===== config.mk =====
export PLATFORM = sky130hd
export DESIGN_NAME = svse_cfg
export DESIGN_NICKNAME = d
export VERILOG_FILES = /design/src/rtl/svse_pkg.sv /design/src/rtl/svse_cfg.sv
export SDC_FILE = /design/constraint.sdc
export NUM_CORES = 1
export LEC_CHECK = 0
export BUFFER_PORTS_ARGS = -buffer_cell sky130_fd_sc_hd__buf_2
export CORE_UTILIZATION = 51
export DETAILED_ROUTE_END_ITERATION = 16
export PLACE_DENSITY = 0.83
export SYNTH_ARGS = -nofsm -noshare
export SYNTH_HDL_FRONTEND = slang
export SYNTH_SLANG_ARGS = --single-unit

===== constraint.sdc =====
create_clock -name clk -period 2.1 [get_ports clk]
set_input_delay 0.315 -clock clk [delete_from_list [all_inputs] [get_ports clk]]
set_output_delay 0.315 -clock clk [all_outputs]
set_load 0.01 [all_outputs]

===== src/rtl/svse_pkg.sv =====
// Shared constants, types and helpers of the shadow volume silhouette emitter.
// Depends on nothing; every other file but svse_ram imports it.
package svse_pkg;

	localparam int MAX_FACES = 4096;
	localparam int FACE_AW   = $clog2(MAX_FACES);
	localparam int FACE_W    = 12;
	localparam int VERT_W    = 15;
	localparam int IDX_W     = 16;
	localparam int PLANE_W   = 18;
	localparam int FIX_W     = 32;
	localparam int OFF_W     = 16;
	localparam int PROD_W    = PLANE_W + FIX_W;
	localparam int SUM3_W    = PROD_W + 2;
	localparam int DOT_W     = 2 * FIX_W;
	localparam int CFG_AW    = 5;
	localparam int CFG_DW    = 32;

	localparam logic CMD_FACE = 1'b0;
	localparam logic CMD_EDGE = 1'b1;

	localparam logic [2:0] REG_LIGHT_X = 3'd0;
	localparam logic [2:0] REG_LIGHT_Y = 3'd1;
	localparam logic [2:0] REG_LIGHT_Z = 3'd2;
	localparam logic [2:0] REG_LIGHT_W = 3'd3;
	localparam logic [2:0] REG_VOFFSET = 3'd4;

	localparam logic [FIX_W-1:0] LIGHT_W_RESET = 32'h0001_0000;

	typedef struct packed {
		logic signed [FIX_W-1:0] light_x;
		logic signed [FIX_W-1:0] light_y;
		logic signed [FIX_W-1:0] light_z;
		logic signed [FIX_W-1:0] light_w;
		logic [OFF_W-1:0]        vertex_offset;
	} cfg_t;

	// One item handed to the index sequencer.
	typedef struct packed {
		logic              quad;
		logic              sel;
		logic [VERT_W-1:0] v0;
		logic [VERT_W-1:0] v1;
		logic [VERT_W-1:0] v2;
	} em_item_t;

	function automatic logic [FACE_AW-1:0] face_addr(input logic [FACE_W-1:0] f);
		return FACE_AW'(f);
	endfunction

	function automatic logic face_ok(input logic [FACE_W-1:0] f);
		return 33'(f) < 33'(MAX_FACES);
	endfunction

endpackage


===== src/rtl/svse_cfg.sv =====
// APB register file: light position, light w and vertex offset.
// Depends on svse_pkg.
module svse_cfg (
	input  logic                        clk,
	input  logic                        arst_n,
	input  logic                        psel,
	input  logic                        penable,
	input  logic                        pwrite,
	input  logic [svse_pkg::CFG_AW-1:0] paddr,
	input  logic [svse_pkg::CFG_DW-1:0] pwdata,
	output logic [svse_pkg::CFG_DW-1:0] prdata,
	output logic                        pready,
	output svse_pkg::cfg_t              cfg
);
	import svse_pkg::*;

	logic [2:0] reg_sel;
	logic       wr;

	assign reg_sel = paddr[4:2];
	assign wr      = psel && penable && pwrite;
	assign pready  = 1'b1;

	always_ff @(posedge clk or negedge arst_n) begin
		if (!arst_n) begin
			cfg.light_x       <= '0;
			cfg.light_y       <= '0;
			cfg.light_z       <= '0;
			cfg.light_w       <= LIGHT_W_RESET;
			cfg.vertex_offset <= '0;
		end else if (wr) begin
			case (reg_sel)
				REG_LIGHT_X: cfg.light_x       <= pwdata;
				REG_LIGHT_Y: cfg.light_y       <= pwdata;
				REG_LIGHT_Z: cfg.light_z       <= pwdata;
				REG_LIGHT_W: cfg.light_w       <= pwdata;
				REG_VOFFSET: cfg.vertex_offset <= pwdata[OFF_W-1:0];
				default: ;
			endcase
		end
	end

	always_comb begin
		case (reg_sel)
			REG_LIGHT_X: prdata = cfg.light_x;
			REG_LIGHT_Y: prdata = cfg.light_y;
			REG_LIGHT_Z: prdata = cfg.light_z;
			REG_LIGHT_W: prdata = cfg.light_w;
			REG_VOFFSET: prdata = CFG_DW'(cfg.vertex_offset);
			default:     prdata = '0;
		endcase
	end
endmodule


==> impl_metrics.yaml <==
floorplanning:
  start_util_pct: 52.9
  dieArea_um2: 13700
  core_um2: 12800
  fp.dieH_um: 117
  rows: 41
  num_io_pins: 219
  dieWidth_um: 117
setup_path:
  cp-end-kind: "output port"
  worst-path-buf-inv: 3
  cp_max_fo: 10
  reg2reg_from: "cfg[105]"
  crit_chain: "buf_2 > nor2_1 > buf_4 > a32oi_1 > o21ai_0 > buf_2"
  crit_arrival_ns: 1.68
  reg2reg_to: "cfg[105]"
  crit_slowest_cell: "nor2_1"
  required_ns: 1.78
  max_stage_delay_ns: 0.48
  rr_worst_depth: 1
  cpMostUsedCell: "buf_2"
  critPathKind: "in -> out"
  rrSetupSlack_ns: 1.27
  cpLargestDelayFamily: "buffers and inverters"
  critPathLaunchType: "input port"
cts:
  cts_resized: 0
  path_clk_slew_ns: 0.06
  cts_buffers: 17
  cts_buffer_depth: 2
  cts_hold_buf: 1
  postCtsSetupBuffers: 0
  clock_sink_count: 144
  clkLatencyLatePin_ns: 0.42
  clockRootBuffer: "clkbuf_16"
  cts_tree: "built"
  htreeDepth: 4
logic_synthesis:
  syn_nets: 474
  avgSynthCellArea_um2: 15.6
  ys_seq_area_share_pct: 53.4
  synth_area_um2: 6760
  ys_ff_latch: 144
  yosysWarningCount: 0
  synth_cells: 432
  yosysUniqueCellTypes: 23
global_route:
  grt_pass1_wl_um: 27000
  grt_max_degree: 65
  first_global_vias: 4912
  overflow: 0
  antenna_found_initial: 0
  grt_use_total_pct: 27.3
final_layout:
  antenna_cells: 0
  drive_gt1_share_pct: 67.3
  nets: 704
  fillers: 887
  top_register: "cfg"
  area_growth_syn_to_layout_pct: 30.7
  largest_reg_flops: 144
  reg_top3: "cfg: 144 flops"
  fin_cells: 847
  final_cell_area_um2: 8830
sta:
  setup_viol: 0
  fin_skew_ns: 0
  tightestPinTransition_ns: 0.607
  finalSetupTns_ns: 0
  timing.final.ws_setup_ns: 0.110
  relSlewSlack_pct: 59.5
  rsz0062_at_grt: "no"
  slew_violations: 0
  finalCriticalPeriod_ns: 1.99
  period_share_pct: 94.8
  fmax_ghz: 0.502
  hold_violations: 0
route:
  routedWlPerCell_um: 21.5
  drc: 0
  wl_um: 18200
  drtAntennaViolNets: 0
  drt_iter0_drc: 348
  num_vias: 4845
  first_pass_iters: 4
  vias_per_cell: 5.72
pwr:
  p_total_uw: 9240
  p_seq_share_pct: 41.0
  power_density_nw_per_um2: 1050
  peakVddDrop_mv: 0.657
  intPower_uw: 6650
  p_sw_share_pct: 28.1
  comb_power_share_pct: 24.0
  p_leak_uw: 0.00460
  p_clk_share_pct: 35.0
  switching_power_uw: 2590
hold_path:
  min_from: "pwdata[19]"
  min_path_type: "in -> reg"
  min_to: "cfg[99]"
  hold_depth: 2
outcome:
  status: "complete, no violations"
place:
  place.gp.congestion: 0.822
  place_ws_ns: 0.105
  dpl.hpwl_um: 12500
  place_area_um2: 8180
  io_buffer_count: 215
  post-place-cells: 814
run:
  maxCapViolations: 0
## synth_stat cells
master	number	area, um^2
a22oi_1	16	120
a32oi_1	16	140
buf_2	12	60.1
buf_4	2	15.0
buf_6	8	90.1
clkbuf_1	12	45.0
conb_1	1	3.75
dfrtp_1	143	3580
dfstp_2	1	26.3
inv_1	1	3.75
inv_2	1	3.75
mux2_1	5	56.3
mux2_2	95	1070
mux2_4	60	901
mux4_2	16	360
nand3_1	1	5.00
nand4b_4	1	23.8
nor2_1	1	3.75
nor2b_1	19	119
nor3_2	2	20.0
nor3b_4	1	18.8
o21ai_0	16	80.1
or3_1	2	12.5
## per-stage QoR
step / util [%] / hold WS, ns
final: 69.1 / 0.154
after detailed placement: 64.0 / 0.350
after global routing: 69.1 / 0.156
after CTS: 69.1 / 0.143
after global placement: 64.0 / 0.335
after floorplan: - / 0.0194
## placed cells by master, fill, tap and decap left out
| cell type | n |
|---|---|
| buf_2 | 214 |
| nor2b_1 | 19 |
| conb_1 | 1 |
| clkbuf_1 | 1 |
| bufinv_16 | 4 |
| buf_4 | 21 |
| nand3_1 | 1 |
| clkbuf_16 | 17 |
| or3_2 | 2 |
| nor2_1 | 1 |
| mux2_4 | 60 |
| clkbuf_8 | 4 |
| dlygate4sd3_1 | 1 |
| dfstp_2 | 1 |
| buf_6 | 1 |
| a22oi_1 | 16 |
| mux4_2 | 16 |
| nor3_4 | 2 |
| inv_2 | 1 |
| nand4b_4 | 1 |
| clkinvlp_4 | 3 |
| o21ai_0 | 16 |
| mux2_2 | 95 |
| clkinv_2 | 3 |
| nor3b_4 | 1 |
| a32oi_1 | 16 |
| dfrtp_1 | 143 |
| mux2_1 | 5 |
| inv_1 | 1 |
| buf_12 | 8 |
## per-layer routing
| layer | vias to the layer above | wire (um) | GRT usage (%) |
|---|---|---|---|
| met2 | 193 | 9330 | 45.2 |
| met1 | 2525 | 7410 | 33.3 |
| met4 | 0 | 528 | 14.6 |
| li1 | 2079 | - | - |
| met5 | - | 0 | 0 |
| met3 | 48 | 930 | 6.28 |
## power groups by stage
stage | clock network [uW] | registers, uW | logic, uW
after global routing | 3390 | 3850 | 2390
after floorplan | 0 | 3980 | 991
final | 3240 | 3790 | 2220
after global placement | 0 | 3770 | 2160
after detailed placement | 0 | 3820 | 2220
after CTS | 3260 | 3780 | 2240
## how the worst max path moves through the flow
stage / start / endpoint / slack [ns] / depth (start not counted)
floorplan: paddr[2] / prdata[0] / 0.35 / 5
global placement: paddr[2] / cfg[39] / 0.12 / 5
detailed placement: paddr[2] / cfg[33] / 0.11 / 5
CTS: paddr[2] / prdata[7] / 0.11 / 6
global route: paddr[2] / prdata[7] / 0.08 / 6
finish: paddr[4] / prdata[0] / 0.11 / 6
## cell families (layout without fill, tap and decap cells)
group           count (synthesis)  count (layout)  synth area share, %
compound gates                 48              48                 5.04
buf+inv                        36             279                 3.22
flops                         144             144                 53.4
mux                           176             176                 35.3
other cells                     1               1               0.0555
simple gates                   27              27                 3.00
## area by class of cell
| class | instances | area, um^2 | area share, % |
|---|---|---|---|
| multi-input cells | 252 | 2950 | 33.4 |
| well taps | 172 | 215 | 2.44 |
| repair buffers | 245 | 1410 | 16.0 |
| inverters | 2 | 7.51 | 0.0850 |
| flip-flops and latches | 144 | 3600 | 40.8 |
| clock inverters | 10 | 158 | 1.79 |
| clock buffers | 22 | 484 | 5.48 |
Power figures use the tool's default switching activity.
