==> src/rtl/svse_ram.sv <==
// Generic synchronous RAM: one write port, two read ports, registered read data.
// No dependencies.
module svse_ram #(
	parameter int WIDTH = 1,
	parameter int DEPTH = 16
) (
	input  logic                     clk,
	input  logic                     we,
	input  logic [$clog2(DEPTH)-1:0] waddr,
	input  logic [WIDTH-1:0]         wdata,
	input  logic                     re,
	input  logic [$clog2(DEPTH)-1:0] raddr0,
	input  logic [$clog2(DEPTH)-1:0] raddr1,
	output logic [WIDTH-1:0]         rdata0,
	output logic [WIDTH-1:0]         rdata1
);
	logic [WIDTH-1:0] mem [DEPTH];

	always_ff @(posedge clk) begin
		if (we) begin
			mem[waddr] <= wdata;
		end
		if (re) begin
			rdata0 <= mem[raddr0];
			rdata1 <= mem[raddr1];
		end
	end
endmodule

==> config.mk <==
export PLATFORM = sky130hd
export DESIGN_NAME = svse_ram
export DESIGN_NICKNAME = d
export VERILOG_FILES = /design/src/rtl/svse_ram.sv
export SDC_FILE = /design/constraint.sdc
export NUM_CORES = 1
export LEC_CHECK = 0
export BUFFER_PORTS_ARGS = -buffer_cell sky130_fd_sc_hd__buf_2
export CORE_MARGIN = 3
export CORE_UTILIZATION = 56
export DETAILED_ROUTE_END_ITERATION = 16
export GPL_TIMING_DRIVEN = 0
export PLACE_DENSITY_LB_ADDON = 0.25
export RECOVER_POWER = 25
export SETUP_SLACK_MARGIN = 0.5
export SLEW_MARGIN = 15
export SYNTH_ARGS = -nofsm -noshare
export SYNTH_HDL_FRONTEND = slang
export SYNTH_SLANG_ARGS = --single-unit
==> constraint.sdc <==
create_clock -name clk -period 2.15 [get_ports clk]
set_input_delay 0.43 -clock clk [delete_from_list [all_inputs] [get_ports clk]]
set_output_delay 0.43 -clock clk [all_outputs]
set_load 0.05 [all_outputs]
==> metrics.md, run 1 <==
| Metric | Value |
|---|---|
| Die Wd | `46.55 um` |
| Total track usage | `0.1683` |
| Period minus WS final | `1434 ps` |
| LEAKAGE | `just under 0.4 nW` |
| Total number of vias | `568` |
| Final ANT Viol Nets | `0` |
| CP required | `about 2200 ps` |
| Reg2reg setup slack | `slightly above 700 ps` |
| Worst-path clk slew | `~90 ps` |
| Vias/cell | `6.242` |
| Hold path endpoint | `rdata1` |
| Crit Path Max Fanout | `2` |
| CTS root buf | `clkbuf_4` |
| Hold Fails Final Rpt | `0` |
| 1st-pass router iterations | `4` |
| Reg-to-Reg End | `rdata0` |
| WS Path Type | `register to register` |
| Synth area leaders | `edfxtp_1 (59%), mux4_1 (23%), mux2i_1 (6.5%)` |
| FF+latch count, synth | `18` |
| Post-synth ARST share | `0` |
| Largest net degree at the start of global routing | `17` |
| Worst-Skew Late Latency | `about 280 ps` |
| Vias in the first global route | `532` |
| First-pass GRT wire length | `between 2000 and 2500 um` |
| CTS tree | `yes` |
| Worst hold path type | `input port to register` |
| Sink Count | `18` |
| Syn Area/Cell | `16.74 sq um` |
| CTS max path bufs | `2` |
| # Post-CTS Setup Buffers | `0` |
| I/O pin cnt | `18` |
| Mapped Nets | `71` |
| Gpl congestion | `~0.69` |
| Commonest cells post-synth | `edfxtp_1 (18), nor2_1 (12), mux4_1 (8)` |
| Final setup TNS | `0 ps` |
| Top-count cell post-synth | `edfxtp_1` |
| CP endpoint kind | `register` |
| Worst endpoint data arrival time | `1470 ps` |
| Netlist Area Pre-Place | `920.9 sq um` |
| Synth Area in Compound Gates | `0` |
| Final period util | `0.6671` |
| Port Buf Inserts | `17` |
| Mux cell area share after synthesis | `0.2935` |
| Total gr overflow | `0` |
| Starting density of the core | `0.6043` |
| Worst slew pin tran | `556.0 ps` |
| Register area share after synthesis | `0.5870` |
| Die ar. | `between 0.002 and 0.0025 sq mm` |
| Hold_sp | `re` |
| Run status | `completed` |
| Critical Path Start Type | `register` |
| Share of layout cells above drive strength 1 | `0.2533` |
| Max_slew headroom | `0.6293` |
| Cts repair resizes | `0` |
| Max cap viols | `0` |
| Post-Synth XOR/XNOR Area | `0` |
| Reg2Reg Launch Point | `mem[5]` |
| Final Skew | `1.927 ps` |
| VDD IR max | `0.0004542 V` |
| RSZ-0062 raised after global routing | `false` |
| Yosys top cell area share | `0.5870` |
| Ys flop type | `edfxtp_1` |
| WL final | `1515 um` |
| Post-synthesis simple-gate area fraction | `0.1196` |
| Synthesized-area fraction occupied by adder cells | `0` |
| Post-synth EDFFs | `18` |
| Max-slew violations | `0` |
| DR iter-0 viols | `13` |
| Core area | `0.001524 sq mm` |
| Main combinational cell family by area after synthesis | `multiplexers` |
| Synth unique cells | `10` |
| Rows | `14` |
| Hold bufs inserted after CTS | `0` |
| Cell taking the most area after synthesis | `edfxtp_1` |
| Routed len/inst | `about 17 um` |
| Setup violators final | `0` |
| CTS buffer count | `3` |
| Power Density | `~610 mW/mm^2` |
| NumNets Final | `93` |
| Synth Instances | `55` |
| H-tree levels | `1` |
| Hold Path Depth | `1` |
| Initial antenna violation count | `0` |
| Worst r2r path cells | `3` |
| Die extent in y | `approximately 47 um` |
| Post-route DRC violation count | `0` |
| Total power | `0.0006389 W` |
| Ant diodes | `0` |
| Achievable frequency | `roughly 700 MHz` |
| Area grow syn2layout | `13.59%` |
| Ys Warns | `0` |
==> kinds of logic (layout without fill, tap and decap cells) <==
kind of cell | Yosys count | count (layout)
muxes | 14 | 14
buffers and inverters | 0 | 20
and+or+nand+nor | 23 | 23
DFF | 18 | 18
==> metrics by stage <==
step | worst slack [ps] | cell area (sq um) | cells | utilization | hold slack [ps]
2_1_floorplan | 746.4 | 920.9 | 55 | - | 528.9
3_3_place_gp | 496.7 | 1026 | 88 | 0.6732 | 650.2
3_5_place_dp | 447.9 | 1026 | 88 | 0.6732 | 651.8
4_1_cts | 711.1 | 1049 | 91 | 0.6880 | 357.7
5_1_grt | 642.4 | 1046 | 91 | 0.6864 | 393.9
6_report | 715.7 | 1046 | 91 | 0.6864 | 388.6
==> layout make-up <==
cell class,instances,area (sq um)
Tap cell,16,20.02
Sequential cell,18,540.5
Clock buffer,3,22.52
Fill cell,104,478.0
Multi-Input combinational cell,37,380.4
Timing Repair Buffer,17,82.58
==> layout by cell type (no fill, tap or decap) <==
master    netlist  layout
buf_2           0      15
clkbuf_1        0       2
clkbuf_4        0       3
edfxtp_1       18      18
mux2i_1         6       6
mux4_1          8       8
nand2_1         1       1
nand2b_1        2       2
nand3_1         1       1
nand3b_1        2       2
nor2_1         12      12
nor3_1          4       4
or3b_2          1       1
==> layer usage <==
metal  share of wire  routed length [um]  vias up  track usage
li1                -                   -      272            -
met1            0.37                 562      268       0.1809
met2            0.54                 820       22       0.3049
met3           0.069                 104        6      0.03516
met4           0.018                  27        0      0.08523
met5               0                   0        -            0
==> power breakdown <==
group          switching (W)  total (W)  internal (W)
clock network      0.0000910   0.000156     0.0000650
logic              0.0000466  0.0000833     0.0000367
registers         0.00000284   0.000400      0.000397
==> critical path, stage by stage (launching register included) <==
cell	delay (ps)
edfxtp_1	400
mux4_1	540
mux2i_1	160
mux2i_1	100
==> how the worst max path moves through the flow <==
stage              start  slack (ps)  cells past startpoint      to
2_1_floorplan  raddr0[0]         750                      3  rdata0
3_3_place_gp   raddr0[0]         500                      4  rdata0
3_5_place_dp   raddr0[0]         450                      4  rdata0
4_1_cts          mem[13]         710                      3  rdata0
5_1_grt           mem[5]         640                      3  rdata0
6_report          mem[5]         720                      3  rdata0
==> registers in the layout, summed over array words and instances, names as in the netlist <==
register,cells
mem,16
rdata0,1
rdata1,1
No activity file was read; power rests on OpenSTA's default activity.
==> run 2, diff against run 1 <==
--- a/config.mk
+++ b/config.mk
@@ -5,9 +5,10 @@
 export SDC_FILE = /design/constraint.sdc
 export NUM_CORES = 1
 export LEC_CHECK = 0
+export ABC_AREA = 1
 export BUFFER_PORTS_ARGS = -buffer_cell sky130_fd_sc_hd__buf_2
 export CORE_MARGIN = 3
-export CORE_UTILIZATION = 56
+export CORE_UTILIZATION = 49
 export DETAILED_ROUTE_END_ITERATION = 16
 export GPL_TIMING_DRIVEN = 0
 export PLACE_DENSITY_LB_ADDON = 0.25
==> constraint.sdc (replaced) <==
create_clock -name clk -period 1.3 [get_ports clk]
set_input_delay 0.26 -clock clk [delete_from_list [all_inputs] [get_ports clk]]
set_output_delay 0.26 -clock clk [all_outputs]
set_load 0.05 [all_outputs]
==> run 2 against run 1 <==
Against the previous run:
- cell count grew 98%
- via count grew 60%
- clock power up 58%
- final area grew 33%
- combinational power increased to 2.9 times the previous value
- critical path depth down 2
- die area rose by 28%
- setup slack worse by 520 ps
- clock skew rose by 9.7 ps
- synthesized area rose by 16%
- flip-flop and latch count is the same
- power up 80%
- largest power group unchanged
==> metrics.md, run 2 <==
| Metric | Value |
|---|---|
| Gpl congestion | `~0.81` |
| Core area | `~0.002 sq mm` |
| FF+latch count, synth | `18` |
| LEAKAGE | `slightly above 0.6 nW` |
| Sink Count | `18` |
| Netlist Area Pre-Place | `0.001065 sq mm` |
| Worst endpoint data arrival time | `840 ps` |
| Largest regs | `mem (16), rdata0 (1), rdata1 (1)` |
| Worst path max stage delay | `just under 400 ps` |
| Main combinational cell family by area after synthesis | `simple AND/OR/NAND/NOR gates` |
| CTS root buf | `clkbuf_4` |
| Power Density | `827.7 mW/mm^2` |
| Synth Instances | `135` |
| Final Skew | `11.65 ps` |
| Die ar. | `0.002768 sq mm` |
| Post-synthesis simple-gate area fraction | `0.3619` |
| Die extent in y | `52.62 um` |
| CTS max path bufs | `2` |
| CTS buffer count | `3` |
| Routed len/inst | `11.44 um` |
| Initial antenna violation count | `0` |
| Max reg flops | `16` |
| RSZ-0062 raised after global routing | `true` |
| Final setup TNS | `0 ps` |
| 1st-pass router iterations | `4` |
| Biggest register | `mem` |
| Post-synth ARST share | `0` |
| First-pass GRT wire length | `3657 um` |
| Cell family with most CP delay | `flip-flops` |
| Max-slew violations | `0` |
| Post-route DRC violation count | `0` |
| Commonest cells after routing, fill and taps aside | `nand2_1 (29), nand3_1 (22), edfxtp_1 (18)` |
| Starting density of the core | `0.5319` |
| Port Buf Inserts | `15` |
| WS Path Type | `register to output port` |
| Total number of vias | `909` |
| # Post-CTS Setup Buffers | `0` |
| Vias in the first global route | `871` |
| CP required | `1040 ps` |
| Worst-Skew Late Latency | `280 ps` |
| Final period util | `0.8471` |
| Critical Path Start Type | `register` |
| Achievable frequency | `approximately 910 MHz` |
| Post-synth EDFFs | `18` |
| Worst slew pin tran | `490.9 ps` |
| DR iter-0 viols | `22` |
| Sequential power share | `0.575` |
| Area grow syn2layout | `30.43%` |
| Syn Area/Cell | `7.887 sq um` |
| Setup violators final | `0` |
| Hold bufs inserted after CTS | `0` |
| Ant diodes | `0` |
| WP buf/inv | `1` |
| Crit Path Max Fanout | `1` |
| H-tree levels | `1` |
| Synthesized-area fraction occupied by adder cells | `0` |
| Synth unique cells | `12` |
| Cell taking the most area after synthesis | `edfxtp_1` |
| Max cap viols | `0` |
| Hold Fails Final Rpt | `0` |
| Cell-internal power | `between 0.0008 and 0.0009 W` |
| Mux cell area share after synthesis | `0` |
| Vias/cell | `5.050` |
| Ys flop type | `edfxtp_1` |
| Mapped Nets | `151` |
| Max_slew headroom | `0.6728` |
| Total gr overflow | `0` |
| WHS | `240.9 ps` |
| Crit-path cells | `buf_6` |
| Register area share after synthesis | `0.5076` |
| NumNets Final | `171` |
| Yosys top cell area share | `0.5076` |
| Combinational share of power | `0.210` |
| Total track usage | `0.1765` |
| Die Wd | `between 50 and 60 um` |
| Ys Warns | `0` |
| Final ANT Viol Nets | `0` |
| I/O pin cnt | `18` |
| Top-count cell post-synth | `nand2_1` |
| Largest net degree at the start of global routing | `17` |
| HPWL Detailed | `1746 um` |
| Slowest-stage cell, CP | `edfxtp_1` |
| P_sw | `0.0002981 W` |
| Period minus WS final | `1101 ps` |
| CP endpoint kind | `output port` |
| Run status | `completed` |
| Worst-path clk slew | `90 ps` |
| Commonest non-fill, non-tap cell in the layout | `nand2_1` |
| Switching power share of the total | `0.2593` |
| CTS tree | `yes` |
| Rows | `16` |
| WL final | `2059 um` |
| Worst hold path type | `input port to register` |
| Share of layout cells above drive strength 1 | `0.4118` |
| Clock share of power | `0.215` |
| VDD IR max | `just over 0.0006 V` |
| Commonest cells post-synth | `nand2_1 (36), nand3_1 (29), inv_1 (26)` |
| Synth area leaders | `edfxtp_1 (51%), nand3_1 (14%), nand2_1 (13%)` |
| Synth Area in Compound Gates | `0` |
| Post-Synth XOR/XNOR Area | `0` |
-- run 2: changes by cell type after synthesis, moves of 6 or more --
| cell | before | now |
|---|---|---|
| nand2_1 | 1 | 36 |
| mux2i_1 | 6 | 0 |
| nand3_1 | 1 | 29 |
| mux4_1 | 8 | 0 |
| inv_1 | 0 | 26 |
-- run 2: per-stage QoR --
| step | util | setup WS [ps] | instances | instance area [sq um] | total power (W) |
|---|---|---|---|---|---|
| finish | 0.6938 | 198.8 | 180 | 1389 | 0.001150 |
| global route | 0.6938 | 172.2 | 180 | 1389 | 0.001201 |
| CTS | 0.6838 | 185.4 | 180 | 1369 | 0.001155 |
| detailed placement | 0.6663 | 196.2 | 177 | 1334 | 0.0009015 |
| global placement | 0.6663 | 213.7 | 177 | 1334 | 0.0008932 |
| floorplan | - | 339.4 | 135 | 1225 | 0.0008279 |
-- run 2: power by group through the flow --
stage                     Sequential (W)  Clock [W]  Combinational, W
after CTS                       0.000661   0.000258          0.000236
after floorplan                 0.000691          0          0.000137
after global placement          0.000672          0          0.000221
final                           0.000661   0.000247          0.000241
after detailed placement        0.000672          0          0.000229
after global routing            0.000663   0.000273          0.000265
-- run 2: kinds of logic after synthesis --
group,count (synthesis)
buffers and inverters,31
DFF,18
and+or+nand+nor,86
-- run 2: layout make-up --
type / instances / area, sq um
inverters: 29 / 166.4
well taps: 27 / 33.78
clock buffers: 3 / 22.52
multi-input cells: 86 / 498.0
plain buffers: 2 / 40.04
flip-flops and latches: 18 / 540.5
repair buffers: 15 / 87.58
fillers: 169 / 613.1
-- run 2: worst register-to-register path: stages (launching register included) --
cell      delay [ps]
edfxtp_1         390
inv_2             70
nand2_1           40
nand3_1           70
nand3_1           80
nand3_1           80
nand2_1           60
-- run 2: final timing paths --
path | depth (start not counted) | slack (ps) | end | from
max | 1 | 200 | rdata1 | rdata1
max reg2reg | 6 | 260 | rdata0 | mem[3]
min reg2reg | 6 | 790 | rdata1 | mem[8]
min | 1 | 240 | rdata0 | re
-- run 2: routing by layer --
layer / track usage / routed length [um] / vias to the layer above
met5: 0 / 0 / -
met4: 0.05106 / 17 / 0
met3: 0.01709 / 74 / 2
met2: 0.3388 / 1135 / 23
met1: 0.2026 / 832 / 413
li1: - / - / 471
-- run 2: repair_timing --
action,CTS,global route
setup endpoints to repair,4,9
pin swaps,8,5
gates resized for setup,8,11
==> run 3, diff against run 2 <==
==> constraint.sdc (replaced) <==
create_clock -name clk -period 1 [get_ports clk]
set_input_delay 0.2 -clock clk [delete_from_list [all_inputs] [get_ports clk]]
set_output_delay 0.2 -clock clk [all_outputs]
set_load 0.05 [all_outputs]
==> run 3 against run 2 <==
Against the previous run:
- the run now ends with negative setup slack left
- core utilization up 14 points
- worst hold slack worse by 73 ps
- flip-flop and latch count unchanged
- largest cell class is now multi-input combinational cells
- critical path type is now register to register
- first-iteration DRC count up 50%
- power up 43%
- wire length up 15%
- critical endpoint is now rdata1
- register-to-register slack worse by 330 ps
- clock power up 42%
- sequential share of layout area down 6.4 points
- sequential power up 30%
- combinational power up 80%
- final area up 20%
==> metrics.md, run 3 (synthesis gave the netlist of run 2 again) <==
| Metric | Value |
|---|---|
| Reg2Reg Launch Point | `mem[8]` |
| Gpl congestion | `~0.8` |
| Max reg flops | `16` |
| Worst slew pin tran | `492.0 ps` |
| Max cap viols | `0` |
| Reg-to-Reg End | `rdata1` |
| Worst-Skew Late Latency | `290 ps` |
| NumNets Final | `171` |
| Hold_sp | `re` |
| Vias/cell | `5.260` |
| WS Path Type | `register to register` |
| Finished Layout Cells | `181` |
| Worst endpoint data arrival time | `1120 ps` |
| Worst r2r path cells | `6` |
| Hold Path Depth | `1` |
| WL final | `2368 um` |
| Crit Path Max Fanout | `2` |
| Starting density of the core | `0.5319` |
| Worst-path clk slew | `approximately 100 ps` |
| Vias in the first global route | `916` |
| Area grow syn2layout | `56.29%` |
| CTS tree | `yes` |
| Hold path endpoint | `rdata0` |
| Design Area, Final | `0.001664 sq mm` |
| 1st-pass router iterations | `4` |
| Total power | `0.001643 W` |
| H-tree levels | `1` |
| Final period util | `1.072` |
| Sink Count | `18` |
| VDD IR max | `0.001490 V` |
| CTS root buf | `clkbuf_4` |
| I/O pin cnt | `18` |
| LEAKAGE | `0.6792 nW` |
| Initial antenna violation count | `0` |
| # Post-CTS Setup Buffers | `0` |
| Final Skew | `11.76 ps` |
| Biggest register | `mem` |
| CTS buffer count | `3` |
| Die ar. | `0.002768 sq mm` |
| Port Buf Inserts | `15` |
| Ant diodes | `0` |
| Worst hold path type | `input port to register` |
| Hold Fails Final Rpt | `0` |
| Setup violators final | `4` |
| Rows | `16` |
| Final setup TNS | `-190.7 ps` |
| Hold bufs inserted after CTS | `0` |
| Achievable frequency | `~930 MHz` |
| Total track usage | `0.2023` |
| Max-slew violations | `0` |
| Failing checks | `negative setup slack` |
| Commonest non-fill, non-tap cell in the layout | `nand2_1` |
| Die Wd | `about 53 um` |
| Share of layout cells above drive strength 1 | `0.4675` |
| Dpl cell area | `between 0.001 and 0.0015 sq mm` |
| Largest regs | `mem (16), rdata0 (1), rdata1 (1)` |
| Total gr overflow | `0` |
| Post-route DRC violation count | `0` |
| Final ANT Viol Nets | `0` |
| Max_slew headroom | `0.6720` |
| Dpl cells | `approximately 180` |
| DR iter-0 viols | `33` |
| Routed len/inst | `approximately 13 um` |
| Largest net degree at the start of global routing | `17` |
| Die extent in y | `52.62 um` |
| Commonest cells after routing, fill and taps aside | `nand2_1 (29), nand3_1 (21), edfxtp_1 (18)` |
| First-pass GRT wire length | `around 4100 um` |
| HPWL Detailed | `1677 um` |
| CP required | `1050 ps` |
| CP endpoint kind | `register` |
| Run status | `complete, but fails checks` |
| Reg2reg setup slack | `-70 ps` |
| Critical Path Start Type | `register` |
| Worst Setup Slack, final | `-71.78 ps` |
| Period minus WS final | `1072 ps` |
| Power Density | `987.5 mW/mm^2` |
| Total number of vias | `between 900 and 1000` |
| RSZ-0062 raised after global routing | `true` |
| CTS max path bufs | `2` |
| Core area | `0.002002 sq mm` |
run 3: cell count changes in the layout (fill, tap and decap cells not counted), sizes merged:
cell / delta
clkbuf: -1
clkinv: +2
inv: -1
buf: +1
run 3: stage by stage:
stage / util / hold slack [ps] / setup slack (ps)
4_1_cts: 0.8169 / 124.3 / -52.73
2_1_floorplan: - / 298.9 / 55.04
3_5_place_dp: 0.6925 / 421.7 / -105.7
5_1_grt: 0.8313 / 161.3 / -116.2
6_report: 0.8313 / 167.8 / -71.78
3_3_place_gp: 0.6925 / 415.4 / -92.37
run 3: critical path, stage by stage (launching register included):
cell	delay, ps
edfxtp_1	390
inv_1	90
nand2_1	60
nand3_2	60
nand3_2	70
nand3_1	80
nand2_1	70
run 3: worst max path at each step:
| stage | slack (ps) | start | depth (start not counted) | end |
|---|---|---|---|---|
| CTS | -50 | mem[14] | 6 | rdata1 |
| global route | -120 | mem[2] | 6 | rdata0 |
| finish | -70 | mem[8] | 6 | rdata1 |
| detailed placement | -110 | waddr[0] | 3 | mem[1] |
| floorplan | 60 | mem[6] | 6 | rdata0 |
| global placement | -90 | waddr[0] | 3 | mem[1] |
run 3: per-layer routing:
metal / share of wire / track usage / vias up / wire length (um)
met2: 0.56 / 0.3905 / 38 / 1328
met5: 0 / 0 / - / 0
met3: 0.060 / 0.03989 / 2 / 142
met4: 0.0097 / 0.05957 / 0 / 23
met1: 0.37 / 0.2169 / 441 / 874
li1: - / - / 471 / -
run 3: where the power goes:
group	total [W]	internal [W]	switching (W)
clock	0.000350	0.000145	0.000205
sequential	0.000860	0.000853	0.00000734
combinational	0.000433	0.000164	0.000269
run 3: cell type report:
class / count / area [sq um]
clock buffer: 3 / 22.52
multi-input combinational: 86 / 680.7
fill: 117 / 337.8
tap: 27 / 33.78
sequential: 18 / 540.5
timing repair buffer: 15 / 160.2
buffer: 2 / 22.52
inverter: 29 / 200.2
clock inverter: 1 / 3.754
run 3: repair_timing:
action                     in CTS  in global routing
resized for setup              50                 13
pin swaps                      18                 18
setup endpoints to repair      20                 20
